`src/sv/dltq_pkg.sv`:
```
// Shared types and constants for the delta list timer queue.
// No dependencies.
package dltq_pkg;

    localparam int NUM_TIMERS_DEF = 16;
    localparam int SLOT_W = 4;
    localparam int DELAY_W = 32;
    localparam int OWNER_W = 10;

    typedef enum logic [1:0] {
        KIND_ADD  = 2'd0,
        KIND_DEL  = 2'd1,
        KIND_TICK = 2'd2,
        KIND_NONE = 2'd3
    } t_kind;

    typedef struct packed {
        logic [1:0]         kind;
        logic [SLOT_W-1:0]  timer_slot;
        logic [DELAY_W-1:0] delay_ticks;
        logic [OWNER_W-1:0] owner_id;
    } t_in_item;

    typedef struct packed {
        logic [SLOT_W-1:0]  expired_slot;
        logic [OWNER_W-1:0] expired_owner;
        logic               last_expired;
    } t_out_item;

    typedef enum logic [2:0] {
        ST_IDLE,
        ST_WALK,
        ST_DEL,
        ST_TICK,
        ST_EMIT
    } t_state;

endpackage

```
`src/sv/dltq_front.sv`:
```
// Front end: accepts items, drops ones that cannot do anything, queues the rest.
// Depends on dltq_pkg.
module dltq_front #(
    parameter int NUM_TIMERS = dltq_pkg::NUM_TIMERS_DEF
) (
    input  logic                i_clk,
    input  logic                i_rst_n,
    input  logic                i_valid,
    output logic                o_stall,
    input  dltq_pkg::t_in_item  i_item,
    output logic                o_valid,
    input  logic                i_stall,
    output dltq_pkg::t_in_item  o_item
);
    import dltq_pkg::*;

    // Two-entry queue.
    t_in_item r_q [2];
    logic [1:0] r_cnt;
    logic       r_wp, r_rp;
    logic       keep, push, pop;

    always_comb begin
        keep = 1'b0;
        case (t_kind'(i_item.kind))
            KIND_ADD:  keep = (i_item.delay_ticks != '0) &&
                              (32'(i_item.timer_slot) < 32'(NUM_TIMERS));
            KIND_DEL:  keep = 32'(i_item.timer_slot) < 32'(NUM_TIMERS);
            KIND_TICK: keep = 1'b1;
            default:   keep = 1'b0;
        endcase
    end

    assign o_stall = (r_cnt == 2'd2);
    assign push    = i_valid && !o_stall && keep;
    assign o_valid = (r_cnt != 2'd0);
    assign o_item  = r_q[r_rp];
    assign pop     = o_valid && !i_stall;

    always_ff @(posedge i_clk) begin
        if (push) begin
            r_q[r_wp] <= i_item;
        end
        if (!i_rst_n) begin
            r_cnt <= '0;
            r_wp  <= 1'b0;
            r_rp  <= 1'b0;
        end else begin
            if (push) r_wp <= !r_wp;
            if (pop)  r_rp <= !r_rp;
            r_cnt <= r_cnt + 2'(push) - 2'(pop);
        end
    end
endmodule

```
`src/sv/dltq_back.sv`:
```
// Back end: linked list engine, one list step per cycle while the output is not stalled.
// Depends on dltq_pkg.
module dltq_back #(
    parameter int NUM_TIMERS = dltq_pkg::NUM_TIMERS_DEF
) (
    input  logic                i_clk,
    input  logic                i_rst_n,
    input  logic                i_valid,
    output logic                o_stall,
    input  dltq_pkg::t_in_item  i_item,
    output logic                o_valid,
    input  logic                i_stall,
    output dltq_pkg::t_out_item o_item
);
    import dltq_pkg::*;

    localparam int IW = (NUM_TIMERS > 1) ? $clog2(NUM_TIMERS) : 1;
    localparam int LW = $clog2(NUM_TIMERS + 1);
    localparam logic [LW-1:0] NIL = LW'(NUM_TIMERS);

    logic [DELAY_W-1:0] r_delta [NUM_TIMERS];
    logic [OWNER_W-1:0] r_owner [NUM_TIMERS];
    logic [LW-1:0]      r_next [NUM_TIMERS];
    logic [LW-1:0]      r_prev [NUM_TIMERS];
    logic [NUM_TIMERS-1:0] r_linked;
    logic [LW-1:0]      r_head;

    t_state             r_st, n_st;
    logic [IW-1:0]      r_slot;
    logic [DELAY_W-1:0] r_rem;
    logic [OWNER_W-1:0] r_own;
    logic [LW-1:0]      r_cur, r_prv;
    logic [LW:0]        r_guard;
    t_out_item          r_out;
    logic               r_ov;

    logic [IW-1:0] in_slot, cur_i, head_i;
    logic          out_free;
    logic          emit;
    logic [DELAY_W-1:0] cur_d;

    assign in_slot  = IW'(i_item.timer_slot);
    assign cur_i    = r_cur[IW-1:0];
    assign head_i   = r_head[IW-1:0];
    assign cur_d    = r_delta[cur_i];
    assign out_free = !r_ov || !i_stall;
    assign emit     = (r_st == ST_EMIT) && (n_st != ST_IDLE) && out_free;
    assign o_valid  = r_ov;
    assign o_item   = r_out;
    assign o_stall  = (r_st != ST_IDLE);

    always_comb begin
        n_st = r_st;
        case (r_st)
            ST_IDLE: begin
                if (i_valid) begin
                    case (t_kind'(i_item.kind))
                        KIND_ADD:  n_st = r_linked[in_slot] ? ST_IDLE : ST_WALK;
                        KIND_DEL:  n_st = r_linked[in_slot] ? ST_DEL : ST_IDLE;
                        KIND_TICK: n_st = (r_head == NIL) ? ST_IDLE : ST_TICK;
                        default:   n_st = ST_IDLE;
                    endcase
                end
            end
            ST_WALK: begin
                if (r_cur == NIL || r_guard == (LW+1)'(NUM_TIMERS) || r_rem < cur_d)
                    n_st = ST_IDLE;
            end
            ST_DEL:  n_st = ST_IDLE;
            ST_TICK: n_st = ST_EMIT;
            ST_EMIT: begin
                if (r_head == NIL || r_delta[head_i] != '0)
                    n_st = ST_IDLE;
            end
            default: n_st = ST_IDLE;
        endcase
    end

    always_ff @(posedge i_clk) begin
        if (!i_rst_n) begin
            r_st     <= ST_IDLE;
            r_linked <= '0;
            r_head   <= NIL;
            r_ov     <= 1'b0;
            for (int i = 0; i < NUM_TIMERS; i++) begin
                r_next[i] <= NIL;
                r_prev[i] <= NIL;
            end
        end else begin
            if (emit) r_ov <= 1'b1;
            else if (!i_stall) r_ov <= 1'b0;
            case (r_st)
                ST_IDLE: begin
                    r_slot  <= in_slot;
                    r_rem   <= i_item.delay_ticks;
                    r_own   <= i_item.owner_id;
                    r_cur   <= r_head;
                    r_prv   <= NIL;
                    r_guard <= '0;
                    r_st    <= n_st;
                end
                ST_WALK: begin
                    if (n_st == ST_IDLE) begin
                        // Insert before r_cur.
                        if (r_cur != NIL && r_guard != (LW+1)'(NUM_TIMERS)
                                && r_rem < cur_d) begin
                            r_delta[cur_i] <= cur_d - r_rem;
                        end
                        r_delta[r_slot]  <= r_rem;
                        r_owner[r_slot]  <= r_own;
                        r_prev[r_slot]   <= r_prv;
                        r_next[r_slot]   <= r_cur;
                        r_linked[r_slot] <= 1'b1;
                        if (r_prv != NIL) r_next[r_prv[IW-1:0]] <= LW'(r_slot);
                        else              r_head <= LW'(r_slot);
                        if (r_cur != NIL) r_prev[cur_i] <= LW'(r_slot);
                    end else begin
                        r_rem   <= r_rem - cur_d;
                        r_prv   <= r_cur;
                        r_cur   <= r_next[cur_i];
                        r_guard <= r_guard + 1'b1;
                    end
                    r_st <= n_st;
                end
                ST_DEL: begin
                    if (r_next[r_slot] != NIL)
                        r_delta[r_next[r_slot][IW-1:0]] <=
                            r_delta[r_next[r_slot][IW-1:0]] + r_delta[r_slot];
                    if (r_prev[r_slot] != NIL)
                        r_next[r_prev[r_slot][IW-1:0]] <= r_next[r_slot];
                    else
                        r_head <= r_next[r_slot];
                    if (r_next[r_slot] != NIL)
                        r_prev[r_next[r_slot][IW-1:0]] <= r_prev[r_slot];
                    r_next[r_slot]   <= NIL;
                    r_prev[r_slot]   <= NIL;
                    r_linked[r_slot] <= 1'b0;
                    r_st <= n_st;
                end
                ST_TICK: begin
                    if (r_delta[head_i] != '0) r_delta[head_i] <= r_delta[head_i] - 1'b1;
                    r_st <= n_st;
                end
                ST_EMIT: begin
                    if (n_st == ST_IDLE) begin
                        r_st <= ST_IDLE;
                    end else if (out_free) begin
                        // Pop head; last if successor is not already at zero.
                        r_out.expired_slot  <= SLOT_W'(head_i);
                        r_out.expired_owner <= r_owner[head_i];
                        r_out.last_expired  <= (r_next[head_i] == NIL) ||
                            (r_delta[r_next[head_i][IW-1:0]] != '0);
                        r_head <= r_next[head_i];
                        if (r_next[head_i] != NIL)
                            r_prev[r_next[head_i][IW-1:0]] <= NIL;
                        r_next[head_i]   <= NIL;
                        r_prev[head_i]   <= NIL;
                        r_linked[head_i] <= 1'b0;
                    end
                end
                default: r_st <= ST_IDLE;
            endcase
        end
    end
endmodule

```
`src/sv/delta_list_timer_queue.sv`:
```
// Top level of the delta list timer queue: front end, queue and list engine.
// Depends on dltq_pkg, dltq_front and dltq_back.
//
//  channel | direction | handshake          | payload
//  in      | input     | i_valid / o_stall  | i_in  (t_in_item)
//  out     | output    | o_valid / i_stall  | o_out (t_out_item)
//
// In the list engine an add walks the list in ST_WALK, past at most NUM_TIMERS
// entries; the front queue registers each item before the engine sees it.
// A delete runs in ST_DEL; a tick runs ST_TICK, then pops each expiry in ST_EMIT.
// The list engine handles one item at a time; a two-item queue sits in front.
// A stalled output holds the engine on the next expiry.
// Reset is synchronous and empties the list at once.
module delta_list_timer_queue #(
    parameter int NUM_TIMERS = dltq_pkg::NUM_TIMERS_DEF
) (
    input  logic                i_clk,
    input  logic                i_rst_n,
    input  logic                i_valid,
    output logic                o_stall,
    input  dltq_pkg::t_in_item  i_in,
    output logic                o_valid,
    input  logic                i_stall,
    output dltq_pkg::t_out_item o_out
);
    import dltq_pkg::*;

    logic     q_valid, q_stall;
    t_in_item q_item;

    dltq_front #(.NUM_TIMERS(NUM_TIMERS)) u_front (
        .i_clk, .i_rst_n, .i_valid, .o_stall, .i_item(i_in),
        .o_valid(q_valid), .i_stall(q_stall), .o_item(q_item)
    );

    dltq_back #(.NUM_TIMERS(NUM_TIMERS)) u_back (
        .i_clk, .i_rst_n, .i_valid(q_valid), .o_stall(q_stall), .i_item(q_item),
        .o_valid, .i_stall, .o_item(o_out)
    );

    a_hold: assert property (@(posedge i_clk) disable iff (!i_rst_n)
        o_valid && i_stall |=> o_valid && $stable(o_out))
        else $error("output changed while stalled");
    a_reset_empty: assert property (@(posedge i_clk)
        !i_rst_n |=> !o_valid)
        else $error("output valid after reset");
    a_queue_stall: assert property (@(posedge i_clk) disable iff (!i_rst_n)
        q_valid && q_stall |=> q_valid)
        else $error("queued item lost");
endmodule
```
`config.mk`:
```
export PLATFORM = sky130hd
export DESIGN_NAME = delta_list_timer_queue
export DESIGN_NICKNAME = d
export VERILOG_FILES = /design/src/sv/dltq_pkg.sv /design/src/sv/dltq_front.sv /design/src/sv/dltq_back.sv /design/src/sv/delta_list_timer_queue.sv
export SDC_FILE = /design/constraint.sdc
export NUM_CORES = 2
export LEC_CHECK = 0
export BUFFER_PORTS_ARGS = -buffer_cell sky130_fd_sc_hd__buf_2
export CAP_MARGIN = 40
export CORE_MARGIN = 2
export CORE_UTILIZATION = 30
export DETAILED_ROUTE_END_ITERATION = 8
export PLACE_DENSITY_LB_ADDON = 0.2
export SLEW_MARGIN = 20
export SYNTH_ARGS = -nofsm -noshare
export SYNTH_HDL_FRONTEND = slang
export SYNTH_SLANG_ARGS = --single-unit
```
`constraint.sdc`:
```
create_clock -name i_clk -period 11.9 [get_ports i_clk]
set_input_delay 0.595 -clock i_clk [delete_from_list [all_inputs] [get_ports i_clk]]
set_output_delay 0.595 -clock i_clk [all_outputs]
set_load 0.05 [all_outputs]
```
Word-level counts from Yosys, hierarchy flattened
Memories as Yosys holds them, arrays and structs flattened. A register that Yosys moved wholly into a read port is not among the register bits. Index checks and enable logic that the tools add are counted.

Order comparisons: 6. Shifts and indexed selects: 0. $add $sub $neg: 7. Equal/unequal tests: 29. Reduce and logical (&&, ||, !) cells: 50. Divide/modulo/power cells: 0. Multiply operators: 0. Mux-type cells: 131. Bitwise logic cells: 14.

Operator list (number): $mux W32 (3); $reduce_bool A32 Y1 (3); $mux W5 (18); $mux W4 (20); $mux W1 (67); $pmux W32 S2 (1); $reduce_or A32 Y1 (2); $sub A32 B32 Y32 (2); $mux W16 (3); $pmux W16 S3 (1); $reduce_or A5 Y1 (9); $add A32 B32 Y32 (1); $and A16 B16 Y16 (2); $lt A32 B32 Y1 (1); $not A16 Y16 (2); $sub A32 B1 Y32 const B (1); $ne A5 B5 Y1 const B (5); $pmux W5 S2 (2); $or A16 B16 Y16 (1); $eq A5 B5 Y1 const B (3); $lt A4 B5 Y1 const B (3); $pmux W5 S3 (1); $mux W3 (4); $pmux W3 S4 (1); 38 further kinds (81).

Register bits: 96. ROM bits: 0. Logic and storage cells: 257. Latch bits: 0. Memories: 5. RAM bits: 928. Output and inout port bits: 17.

Memories: u_back.r_delta (words 16, bits a word 32, read ports 5, clocked after memory_dff 3, wr ports 2, RTL line dltq_back.sv:21) `logic [DELAY_W-1:0] r_delta [NUM_TIMERS];`; u_back.r_owner (words 16, bits a word 10, read ports 1, clocked after memory_dff 1, wr ports 1, RTL line dltq_back.sv:22) `logic [OWNER_W-1:0] r_owner [NUM_TIMERS];`; u_front.r_q (words 2, bits a word 48, read ports 1, clocked after memory_dff 1, wr ports 1, RTL line dltq_front.sv:18) `t_in_item r_q [2];`; u_back.r_next (words 16, bits a word 5, read ports 3, clocked after memory_dff 3, wr ports 16, RTL line dltq_back.sv:23) `logic [LW-1:0] r_next [NUM_TIMERS];`; u_back.r_prev (words 16, bits a word 5, read ports 1, clocked after memory_dff 1, wr ports 16, RTL line dltq_back.sv:24) `logic [LW-1:0] r_prev [NUM_TIMERS];`.

Depth between registers and ports, before layout
Word-level depth: 15. Gate-level depth with buffers: 28. Gate-level depth less buffers: 22.

Cells and area by module
A second synthesis with hierarchy kept.

Cells, all modules: 6394. Area total of the unflattened synthesis: 71103.2 µm².

Modules (own cells, without submodules): dltq_back (times used 1, area an instance 67232.0 µm², cells each 6196); dltq_front (times used 1, area an instance 3871.2 µm², cells each 198).

Worst setup path before layout
No wires, ideal clock.

Path type: flip-flop to flip-flop. Start: register with a tool-made name. End: memory u_back.r_delta[13][0] (enable). Arrival time: 7.790 ns. Required time: 11.434 ns. Setup slack: 3.644 ns. Cell stages (with the launch flop): 20. Clock period less this slack: 8.256 ns. Path through: dfxtp_1 clkbuf_1 buf_1 buf_1 mux4_2 mux4_2 ha_1 clkbuf_1 a21o_1 a31o_2 or3_1 o21ai_0 a311oi_1 o31ai_1 nand3_1 a2111o_1 a2bb2oi_1 o21ai_0 nand2_1 o21ai_0.

RTL lines (RTL line): to (decl) (dltq_back.sv:21).

==> load_flow_metrics.sql <==
INSERT INTO impl_metrics (metric_group, metric, value, unit) VALUES
('status', 'status', 'finished, final reports clean', ''),
('global_route', 'grt_max_degree', '106', ''),
('clocking', 'tritoncts_num_sinks', '1047', ''),
('worst_setup_path', 'critPathTopFamily', 'compound AO/OA/AOI/OAI gates', ''),
('power', 'p_leak', '0.0260', 'uW'),
('worst_setup_path', 'cp-start-kind', 'register', ''),
('clocking', 'tritoncts', 'built', ''),
('routing', 'viasPerCell', '6.19', ''),
('timing', 'period_share', '0.746', ''),
('clocking', 'ctsHtreeMaxLevel', '3', ''),
('floorplan', 'die_h', '488', 'um'),
('worst_setup_path', 'crit_path_max_incr_delay', '0.74', 'ns'),
('power', 'power.sequential.fraction', '0.242', ''),
('yosys', 'syn-instance-count', '5637', ''),
('worst_setup_path', 'timing.critical_path.required', '12.39', 'ns'),
('worst_setup_path', 'worst_path_max_delay_cell', 'sky130_fd_sc_hd__a211oi_1', ''),
('placed_design', 'numPortBuffers', '68', ''),
('timing', 'unrepaired_setup_endpoints_after_global_routing', 'false', ''),
('clocking', 'cts_setup_buffers', '0', ''),
('power', 'p_per_area', '304', 'nW/um2'),
('yosys', 'synth.cell_area', '70300', 'um2'),
('finish', 'finish.net_count', '5774', ''),
('worst_setup_path', 'cp_data_arrival_time', '9.37', 'ns'),
('worst_setup_path', 'setup.worst_path.end_class', 'register', ''),
('routing', 'drcViolationCount', '0', ''),
('global_route', 'first_global_vias', '52400', ''),
('timing', 'fin_crit', '8.87', 'ns'),
('routing', 'drt_first_iter_violations', '8291', ''),
('power', 'combinationalPowerShare', '0.593', ''),
('timing', 'slew_viol_final', '0', ''),
('yosys', 'yosys.cell_count.top_type', 'sky130_fd_sc_hd__edfxtp_1', ''),
('global_route', 'grt_util_all_layers', '0.252', ''),
('power', 'total_power', '24400', 'uW'),
('yosys', 'synth_flop_cell', 'sky130_fd_sc_hd__edfxtp_1', ''),
('yosys', 'post_synth.cell_area_avg', '12.5', 'um2'),
('yosys', 'synthTopCellsByCount', 'sky130_fd_sc_hd__edfxtp_1 (1005), sky130_fd_sc_hd__mux4_2 (727), sky130_fd_sc_hd__nand2_1 (590), sky130_fd_sc_hd__o21ai_0 (464), sky130_fd_sc_hd__clkbuf_1 (349)', ''),
('timing', 'final-setup-viol-count', '0', ''),
('worst_hold_path', 'hold_path_class', 'in2reg', ''),
('floorplan', 'boundaryPins', '69', ''),
('worst_setup_path', 'path_buf_inv', '5', ''),
('worst_setup_path', 'critical_path.max_fanout', '105', ''),
('clocking', 'clk_pin_slew_worst_paths', '0.07', 'ns'),
('worst_setup_path', 'timing_worst_setup_path_type', 'reg2reg', ''),
('floorplan', 'die-width', '488', 'um'),
('clocking', 'insertion_delay', '0.82', 'ns'),
('routing', 'totalWireLength', '305', 'mm'),
('placed_design', 'post-place-ws', '3.22', 'ns'),
('clocking', 'clock-root-buffer', 'sky130_fd_sc_hd__clkbuf_16', ''),
('floorplan', 'initial_utilization', '0.302', ''),
('yosys', 'synth.top_cell.area_share', '0.429', ''),
('floorplan', 'core_region_area', '233000', 'um2'),
('routing', 'vias', '54800', ''),
('timing', 'max_clock_freq', '0.113', 'GHz'),
('run', 'drv.max_cap_violation_count', '0', ''),
('worst_setup_path', 'critical_path.most_common_cell', 'sky130_fd_sc_hd__buf_4', ''),
('yosys', 'yosysTopAreaCell', 'sky130_fd_sc_hd__edfxtp_1', ''),
('global_route', 'global_route.overflow_total', '0', ''),
('placed_design', 'dp_hpwl', '211', 'mm'),
('yosys', 'postSynth.asyncResetShare', '0', ''),
('timing', 'hold_viol_final', '0', ''),
('global_route', 'grt_antenna_before_repair', '6', ''),
('routing', 'drt.antenna.violating_nets', '0', ''),
('yosys', 'synth-edff-count', '1005', ''),
('power', 'power.internal', '13600', 'uW'),
('floorplan', 'floorplan.rows', '177', ''),
('yosys', 'synth-seq-area-share', '0.441', ''),
('global_route', 'grt_pass1_wl', '426', 'mm'),
('finish', 'syn2layout_area_growth', '14.1', '%'),
('timing', 'max_slew.worst_pin.slew', '1.03', 'ns'),
('placed_design', 'gpl.final_weighted_congestion', '0.975', ''),
('power', 'power.switching_fraction', '0.441', '');
[cells in the final DEF, fill, tap and decap left out, types with 20 or more instances in the layout]
cell,netlist,routed
sky130_fd_sc_hd__a31o_2,39,39
sky130_fd_sc_hd__a21o_1,54,54
sky130_fd_sc_hd__clkbuf_16,0,122
sky130_fd_sc_hd__o211ai_1,22,22
sky130_fd_sc_hd__inv_1,127,112
sky130_fd_sc_hd__nand3b_1,21,21
sky130_fd_sc_hd__a21oi_1,191,183
sky130_fd_sc_hd__a211oi_1,65,65
sky130_fd_sc_hd__and2_1,75,73
sky130_fd_sc_hd__nor3_1,53,52
sky130_fd_sc_hd__ha_1,101,101
sky130_fd_sc_hd__xnor2_1,71,71
sky130_fd_sc_hd__o21ai_1,28,24
sky130_fd_sc_hd__a22oi_1,36,36
sky130_fd_sc_hd__buf_4,8,152
sky130_fd_sc_hd__buf_16,0,21
sky130_fd_sc_hd__dfxtp_1,42,27
sky130_fd_sc_hd__nand3_1,78,73
sky130_fd_sc_hd__mux4_2,727,725
sky130_fd_sc_hd__xor2_1,44,44
sky130_fd_sc_hd__nor2b_1,50,49
sky130_fd_sc_hd__dlygate4sd3_1,0,37
sky130_fd_sc_hd__buf_2,57,95
sky130_fd_sc_hd__nor4_1,143,131
sky130_fd_sc_hd__nand2_1,590,579
sky130_fd_sc_hd__nand4_1,53,53
sky130_fd_sc_hd__a31oi_1,78,76
sky130_fd_sc_hd__o21a_1,21,21
sky130_fd_sc_hd__mux2i_1,108,105
sky130_fd_sc_hd__clkinv_1,3,28
sky130_fd_sc_hd__clkinv_2,0,20
sky130_fd_sc_hd__nor2_1,301,301
sky130_fd_sc_hd__o21ai_0,464,448
sky130_fd_sc_hd__o31ai_1,21,20
sky130_fd_sc_hd__edfxtp_1,1005,1005
sky130_fd_sc_hd__nand2b_1,46,46
sky130_fd_sc_hd__and3_1,28,27
sky130_fd_sc_hd__mux2_2,216,216
[final cells by class]
type                       instances  area (um2)
inverter                         131         495
clock buffer                     141        3130
fill                           22700      153000
multi-input combinational       3955       37200
clock inverter                    86        1010
sequential                      1047       31100
timing repair buffer             362        3360
tap                             3132        3920
antenna                            3        7.51
[sequential cells by signal, summed over array words and instances, names as in the netlist, named ones only]
name             cells
u_back.o_item       15
u_front.r_rp         1
u_back.r_next       80
u_front.r_wp         1
u_back.r_delta     512
u_back.r_owner     160
u_back.o_valid       1
u_back.r_guard       6
u_back.r_linked     16
u_back.r_prv         5
u_back.r_head        5
u_front.r_cnt        2
u_back.r_st          3
u_back.r_prev       80
u_back.r_rem        32
u_back.r_slot        4
u_front.r_q         96
u_back.r_own        10
u_back.r_cur         5
[kinds of logic after synthesis]
logic type,count (synthesis),share of synthesized area
XOR/XNOR,115,0.0143
adder cells (fa/ha/maj),104,0.0188
buffers and inverters,635,0.0365
AND/OR/NAND/NOR,1511,0.103
flip-flops,1047,0.441
AO/OA/AOI/OAI,1171,0.102
multiplexers,1054,0.283
[per-layer routing]
metal  share of wire  global-route usage
met3            0.11              0.0590
met2            0.45               0.391
met4           0.046              0.0993
met5        0.000043                   0
met1            0.40               0.339
[power by group through the flow]
stage | registers, uW | logic [uW] | clock network [uW]
finish | 5910 | 14500 | 4000
global route | 5930 | 15500 | 4180
CTS | 5940 | 14000 | 4040
detailed placement | 6020 | 13900 | 0
global placement | 6130 | 13500 | 0
floorplan | 5660 | 9630 | 0
[worst register-to-register path: cells and delay by family (launching register included)]
family          cells  cell delay, ns
compound gates     11            3.05
fa+ha+maj           1            0.39
buf+inv             5            1.99
flops               1            0.63
mux                 5            1.88
simple gates        3            0.63
[final timing paths]
path	start	to	slack, ns	cells after the start
setup / recovery	register	u_back.r_delta[10][28]	3.03	25
hold reg to reg	u_back.r_linked[0]	u_back.r_linked[0]	0.51	2
setup reg to reg	register	u_back.r_delta[10][28]	3.03	25
hold / removal	i_in[47]	u_front.r_q[1][47]	0.05	1
[metrics by stage]
step / instances / hold slack (ns) / util / area, um2
floorplan: 5637 / 0.406 / - / 70300
global route: 8855 / 0.0461 / 0.345 / 80200
CTS: 8829 / 0.000687 / 0.343 / 79800
finish: 8857 / 0.0469 / 0.345 / 80200
detailed placement: 8565 / 0.492 / 0.323 / 75300
global placement: 8477 / 0.480 / 0.318 / 74100
[repair_timing]
| action | in CTS | in global routing |
|---|---|---|
| endpoints found under the hold margin | 73 | 0 |
| resized for setup | 0 | 0 |
| hold buffers | 37 | 0 |
(Power assumes the default switching activity.)
